==> src/design/spq_pkg.sv <==
// ----------------------------------------------------------------------------
// spq_pkg: shared types and constants for the sorted priority queue
// Entry layout, command bundle for the cell chain, operation and error codes.
// ----------------------------------------------------------------------------
package spq_pkg;

    localparam int DEPTH       = 16;
    localparam int PRIO_BITS   = 16;
    localparam int VALUE_BITS  = 32;
    localparam int IN_PRIO_W   = 16;
    localparam int IN_DATA_W   = 48;
    localparam int OUT_DATA_W  = 64;
    localparam int OUT_USER_W  = 5;

    localparam logic       OP_PUSH   = 1'b0;
    localparam logic       OP_POP    = 1'b1;

    localparam logic [1:0] ERR_OK    = 2'd0;
    localparam logic [1:0] ERR_EMPTY = 2'd1;
    localparam logic [1:0] ERR_FULL  = 2'd2;

    typedef struct packed {
        logic                  occ;
        logic [PRIO_BITS-1:0]  prio;
        logic [VALUE_BITS-1:0] value;
    } entry_t;

    typedef struct packed {
        logic   push;   // insert new entry, chain not full
        logic   pop;    // shift toward front, chain not empty
        entry_t ins;    // entry being inserted
    } cmd_t;

    localparam entry_t ENTRY_EMPTY = '0;

endpackage

==> src/design/spq_cell.sv <==
// ----------------------------------------------------------------------------
// spq_cell: one slot of the sorted register chain
// Holds one entry; on push keeps, takes the new entry or takes the left
// neighbor; on pop takes the right neighbor.
// ----------------------------------------------------------------------------
module spq_cell
    import spq_pkg::*;
(
    input  logic   aclk,
    input  logic   aresetn,
    input  cmd_t   cmd,
    input  entry_t left_entry,
    input  logic   left_keep,
    input  entry_t right_entry,
    output entry_t entry,
    output logic   keep,
    output entry_t entry_next
);

    entry_t entry_reg;

    // entry stays in place when it sorts strictly ahead of the new one
    assign keep  = entry_reg.occ && (entry_reg.prio < cmd.ins.prio);
    assign entry = entry_reg;

    always_comb begin
        entry_next = entry_reg;
        if (cmd.push) begin
            if (keep) begin
                entry_next = entry_reg;
            end else if (left_keep) begin
                entry_next = cmd.ins;
            end else begin
                entry_next = left_entry;
            end
        end else if (cmd.pop) begin
            entry_next = right_entry;
        end
    end

    always_ff @(posedge aclk) begin
        if (!aresetn) begin
            entry_reg <= ENTRY_EMPTY;
        end else begin
            entry_reg <= entry_next;
        end
    end

endmodule

==> src/design/sorted_priority_queue.sv <==
// ----------------------------------------------------------------------------
// sorted_priority_queue: bounded min-priority queue on a sorted cell chain
// The result of each accepted item is registered and shown in the cycle after.
// One item per cycle while the result side does not stall; every cell compares
// against the new priority in parallel, so the whole chain updates at once.
// Reset: synchronous active-low aresetn empties all cells and the output.
// ----------------------------------------------------------------------------
module sorted_priority_queue
    import spq_pkg::*;
(
    input  logic                  aclk,
    input  logic                  aresetn,
    // input channel
    input  logic                  s_axis_tvalid,
    output logic                  s_axis_tready,
    input  logic [IN_DATA_W-1:0]  s_axis_tdata,  // item_value[31:0], item_priority[47:32]
    input  logic                  s_axis_tuser,  // operation
    // result channel
    output logic                  m_axis_tvalid,
    input  logic                  m_axis_tready,
    output logic [OUT_DATA_W-1:0] m_axis_tdata,  // popped_value[31:0], front_value[63:32]
    output logic [OUT_USER_W-1:0] m_axis_tuser   // popped_valid, is_empty, is_full,
                                                 // error_code[4:3]
);

    // input fields
    logic                  in_op;
    logic [VALUE_BITS-1:0] in_value;
    logic [IN_PRIO_W-1:0]  in_prio;

    assign in_op    = s_axis_tuser;
    assign in_value = s_axis_tdata[VALUE_BITS-1:0];
    assign in_prio  = s_axis_tdata[VALUE_BITS +: IN_PRIO_W];

    // chain taps
    entry_t cell_q    [DEPTH];
    entry_t cell_next [DEPTH];
    logic   cell_keep [DEPTH];

    logic   accept;
    logic   is_full_now;
    logic   is_empty_now;
    cmd_t   cmd;

    // result register
    logic                  out_valid_reg,  out_valid_next;
    logic [OUT_DATA_W-1:0] out_data_reg,   out_data_next;
    logic [OUT_USER_W-1:0] out_user_reg,   out_user_next;

    // output register frees up as soon as its item is taken
    assign s_axis_tready = !out_valid_reg || m_axis_tready;
    assign accept        = s_axis_tvalid && s_axis_tready;

    // slots fill from the front, so the ends give the flags
    assign is_full_now  = cell_q[DEPTH-1].occ;
    assign is_empty_now = !cell_q[0].occ;

    // command broadcast to every cell
    always_comb begin
        cmd.push      = accept && (in_op == OP_PUSH) && !is_full_now;
        cmd.pop       = accept && (in_op == OP_POP) && !is_empty_now;
        cmd.ins.occ   = 1'b1;
        cmd.ins.prio  = in_prio[PRIO_BITS-1:0];
        cmd.ins.value = in_value;
    end

    // cell chain: left of the front acts as a keeping cell, right of the
    // tail feeds an empty entry so a vacated slot clears
    for (genvar i = 0; i < DEPTH; i++) begin : g_cell
        entry_t left_e;
        entry_t right_e;
        logic   left_k;

        if (i == 0) begin : g_front
            assign left_e = ENTRY_EMPTY;
            assign left_k = 1'b1;
        end else begin : g_mid
            assign left_e = cell_q[i-1];
            assign left_k = cell_keep[i-1];
        end

        if (i == DEPTH-1) begin : g_tail
            assign right_e = ENTRY_EMPTY;
        end else begin : g_body
            assign right_e = cell_q[i+1];
        end

        spq_cell u_cell (
            .aclk        (aclk),
            .aresetn     (aresetn),
            .cmd         (cmd),
            .left_entry  (left_e),
            .left_keep   (left_k),
            .right_entry (right_e),
            .entry       (cell_q[i]),
            .keep        (cell_keep[i]),
            .entry_next  (cell_next[i])
        );
    end

    // result of the accepted item, taken from the chain's next state
    always_comb begin
        logic [VALUE_BITS-1:0] popped;
        logic                  pvalid;
        logic [1:0]            err;
        logic [VALUE_BITS-1:0] front;

        popped = '0;
        pvalid = 1'b0;
        err    = ERR_OK;
        if (in_op == OP_PUSH) begin
            if (is_full_now) begin
                err = ERR_FULL;
            end
        end else begin
            if (is_empty_now) begin
                err = ERR_EMPTY;
            end else begin
                popped = cell_q[0].value;
                pvalid = 1'b1;
            end
        end
        // empty slots hold zero, but mask anyway on the empty case
        front = cell_next[0].occ ? cell_next[0].value : '0;

        out_valid_next = out_valid_reg;
        out_data_next  = out_data_reg;
        out_user_next  = out_user_reg;
        if (accept) begin
            out_valid_next = 1'b1;
            out_data_next  = {front, popped};
            out_user_next  = {err, cell_next[DEPTH-1].occ, !cell_next[0].occ, pvalid};
        end else if (m_axis_tready) begin
            out_valid_next = 1'b0;
        end
    end

    always_ff @(posedge aclk) begin
        if (!aresetn) begin
            out_valid_reg <= 1'b0;
        end else begin
            out_valid_reg <= out_valid_next;
        end
    end

    // payload needs no reset
    always_ff @(posedge aclk) begin
        out_data_reg <= out_data_next;
        out_user_reg <= out_user_next;
    end

    assign m_axis_tvalid = out_valid_reg;
    assign m_axis_tdata  = out_data_reg;
    assign m_axis_tuser  = out_user_reg;

endmodule

==> config.mk <==
export PLATFORM = sky130hd
export DESIGN_NAME = sorted_priority_queue
export DESIGN_NICKNAME = d
export VERILOG_FILES = /design/src/design/spq_pkg.sv /design/src/design/spq_cell.sv /design/src/design/sorted_priority_queue.sv
export SDC_FILE = /design/constraint.sdc
export NUM_CORES = 2
export LEC_CHECK = 0
export ABC_AREA = 1
export BUFFER_PORTS_ARGS = -buffer_cell sky130_fd_sc_hd__buf_4
export CORE_UTILIZATION = 50
export DETAILED_ROUTE_END_ITERATION = 16
export MAX_ROUTING_LAYER = met4
export PLACE_DENSITY = 0.64
export SLEW_MARGIN = 10
export SYNTH_ARGS = -nofsm -noshare
export SYNTH_HDL_FRONTEND = slang
export SYNTH_SLANG_ARGS = --single-unit
==> constraint.sdc <==
create_clock -name aclk -period 4.3 [get_ports aclk]
set_input_delay 0.86 -clock aclk [delete_from_list [all_inputs] [get_ports aclk]]
set_output_delay 0.86 -clock aclk [all_outputs]
set_load 0.01 [all_outputs]
==> results.toml <==
[run_status]
outcome = "complete, no violations"

[cts]
cts-resized-gates = 0
clockBufferDepth = 3
cts_buffers = 104
post_cts_buffers = 0
path_clk_slew_ns = 0.06
clk_latency_ns = 0.73
root_buffer = "clkbuf_16"
cts_num_sinks = 854
htree_levels = 3
hold_buffers = 0
cts_tree = "done"

[layout]
fin_nets = 10390
fin_area_sq_mm = 0.06595
utilization_pct = 55.63
largest_reg_flops = 784
fin_cells = 11810
seq_area_sq_mm = 0.01779
synthToLayoutAreaGrowth_pct = 9.877
drive_gt1_share_pct = 5.606
fillCellCount = 12270
multiInputGateArea_sq_mm = 0.03540

[sta]
fin_hold_ws_ns = 0.4660
hold_violations = 0
skew_ns = 0.02534
slew_headroom_pct = 5.275
setup_ws_ns = 1.052
rsz0062_at_grt = "false"
setup_viol = 0
slew_violations = 0
max_freq_ghz = 0.3079
min_period_ns = 3.248
tightestPinTransition_ns = 1.419
finalSetupTns_ns = 0
fin_crit_sh_pct = 75.53

[placed_design]
numPlacedInstances = 11610
dp_hpwl_microns = 155700
place_ws_ns = 0.4316
port_buffers = 123
place_area_sq_mm = 0.06221
place_congestion = 0.9756

[route]
wirelength_met1_microns = 93650
via_count = 67450
maxUsedRoutingLayer = "met4"
wl_met2_microns = 113500
drtIter0Drc = 7718
wl_met3_microns = 20060
drc = 0
routed_wl_microns = 246100
firstDrtPassIters = 6
via_per_inst = 5.714
ant_nets = 0
wl_per_cell_microns = 20.85

[die]
start_util_pct = 50.62
ios = 124
dieWidth_microns = 348.5
dieArea_sq_mm = 0.1214
placementRows = 126
dieHeight_microns = 348.5
fp.coreArea_sq_mm = 0.1186

[setup_path]
critPathBufInv = 3
crit_chain = "buf_4, inv_1, ha_1, a21oi_1, o21a_1, nand2_1, nand2_4, nand3_2, nand2_1, buf_4, nand2_1, nand2_1, nor2_1"
required_ns = 4.91
start_kind = "input pin"
cp.depth = 13
worstPathMaxFanout = 33
startpoint = "s_axis_tdata[39]"
path_delay_family = "simple AND/OR/NAND/NOR gates"
r2r_setup_slack_ns = 1.32
r2r-start = "m_axis_tvalid$_SDFFE_PN0P_"
crit_top_cell = "nand2_1"
crit_type = "in2reg"
reg2reg_depth = 10
crit_path_top_delay_cell = "inv_1"
worstPathArrival_ns = 3.85
reg2reg_to = "g_cell[9].u_cell.entry[39]$_SDFFE_PN0P_"
slowest_delay_ns = 0.47
worst_setup_path_end_kind = "register"
endpoint = "g_cell[10].u_cell.entry[15]$_SDFFE_PN0P_"

[synthesis]
netlist_area_sq_mm = 0.06002
synth_edf_count = 69
yosysUniqueCellTypes = 31
synth_warnings = 0
syn_nets = 10790
postSynthAreaPerCell_sq_um = 5.711
synthFlopType = "dfxtp_1"
synth-seq-cells = 854
synthCells = 10510
async_flop_share_pct = 0
yosysSeqAreaShare_pct = 29.64

[global_routing]
grt_first_pass_wirelength_microns = 375600
antenna_found_initial = 0
grt_max_degree = 190
grt_pass1_vias = 63590
grt_overflow = 0
grt_use_total_pct = 40.63

[power]
p_leak_nw = 30.12
peakVddDrop_uv = 379.1
powerDensity_mw_per_mm2 = 390.0
total_power_mw = 25.72

[run]
cap_violations = 0

[min_path]
hp-class = "reg2reg"
## worst min path at each step
stage	to	slack (ns)	start	depth (start not counted)
global placement	g_cell[15].u_cell.entry[20]$_SDFFE_PN0P_	0.45	g_cell[15].u_cell.entry[20]$_SDFFE_PN0P_	2
global route	m_axis_tuser[4]$_SDFFCE_PP0P_	0.47	s_axis_tuser	2
CTS	m_axis_tvalid$_SDFFE_PN0P_	0.45	m_axis_tready	4
finish	g_cell[15].u_cell.entry[40]$_SDFFE_PN0P_	0.47	g_cell[15].u_cell.entry[40]$_SDFFE_PN0P_	2
floorplan	g_cell[15].u_cell.entry[18]$_SDFFE_PN0P_	0.44	g_cell[15].u_cell.entry[18]$_SDFFE_PN0P_	2
detailed placement	g_cell[15].u_cell.entry[12]$_SDFFE_PN0P_	0.46	g_cell[15].u_cell.entry[12]$_SDFFE_PN0P_	2
## area by class of cell
| class | instances | share of cell area [%] |
|---|---|---|
| Timing Repair Buffer | 334 | 5.180 |
| Clock buffer | 138 | 4.518 |
| Clock inverter | 59 | 1.150 |
| Multi-Input combinational cell | 7863 | 53.68 |
| Antenna cell | 1 | 0.003795 |
| Inverter | 956 | 5.457 |
| Tap cell | 1600 | 3.036 |
| Sequential cell | 854 | 26.97 |
## where the power goes
group	switching, mW	internal [mW]
combinational	4.26	2.18
sequential	0.752	8.73
clock	3.98	5.83
## cell families (layout without fill, tap and decap cells)
logic type,after synthesis,after routing,share of synthesized area (%)
simple gates,6562,6562,44.55
buf+inv,1793,1487,11.77
compound gates,1076,1076,9.354
flops,854,854,29.64
fa+ha+maj,225,225,4.691
other cells,0,1,0
## worst min-delay path: stages (launching register included)
cell and delay [ns]:
dfxtp_1 0.31, nand2_1 0.06, a21oi_1 0.05
## per-layer routing
layer / GRT usage [%] / up-vias
li1: - / 32330
met1: 47.53 / 31040
met2: 64.39 / 3184
met3: 5.990 / 898
met4: 27.87 / 0
met5: - / -
## Yosys cell counts, drive strengths merged (69+ instances only)
library cell  number  share of area, %
nand4             85              0.89
ha               225               4.7
buf              328               2.6
a21oi            920               7.7
nor2            1875                12
clkbuf           509               3.2
inv              956               6.0
edfxtp            69               3.5
dfxtp            785                26
nand2           3137                20
nand3           1448                12
o21ai             69              0.58
## layout by cell type (no fill, tap or decap), drive strengths merged, types with 16 or more instances in the layout
master,n
nand3,1448
bufinv,16
a21oi,920
o211ai,48
inv,960
clkbuf,138
dfxtp,785
buf,334
nand2,3137
o21ai,69
nor2,1875
nand4,85
ha,225
clkinv,34
edfxtp,69
Note: power is estimated with default switching activity, not from simulation.
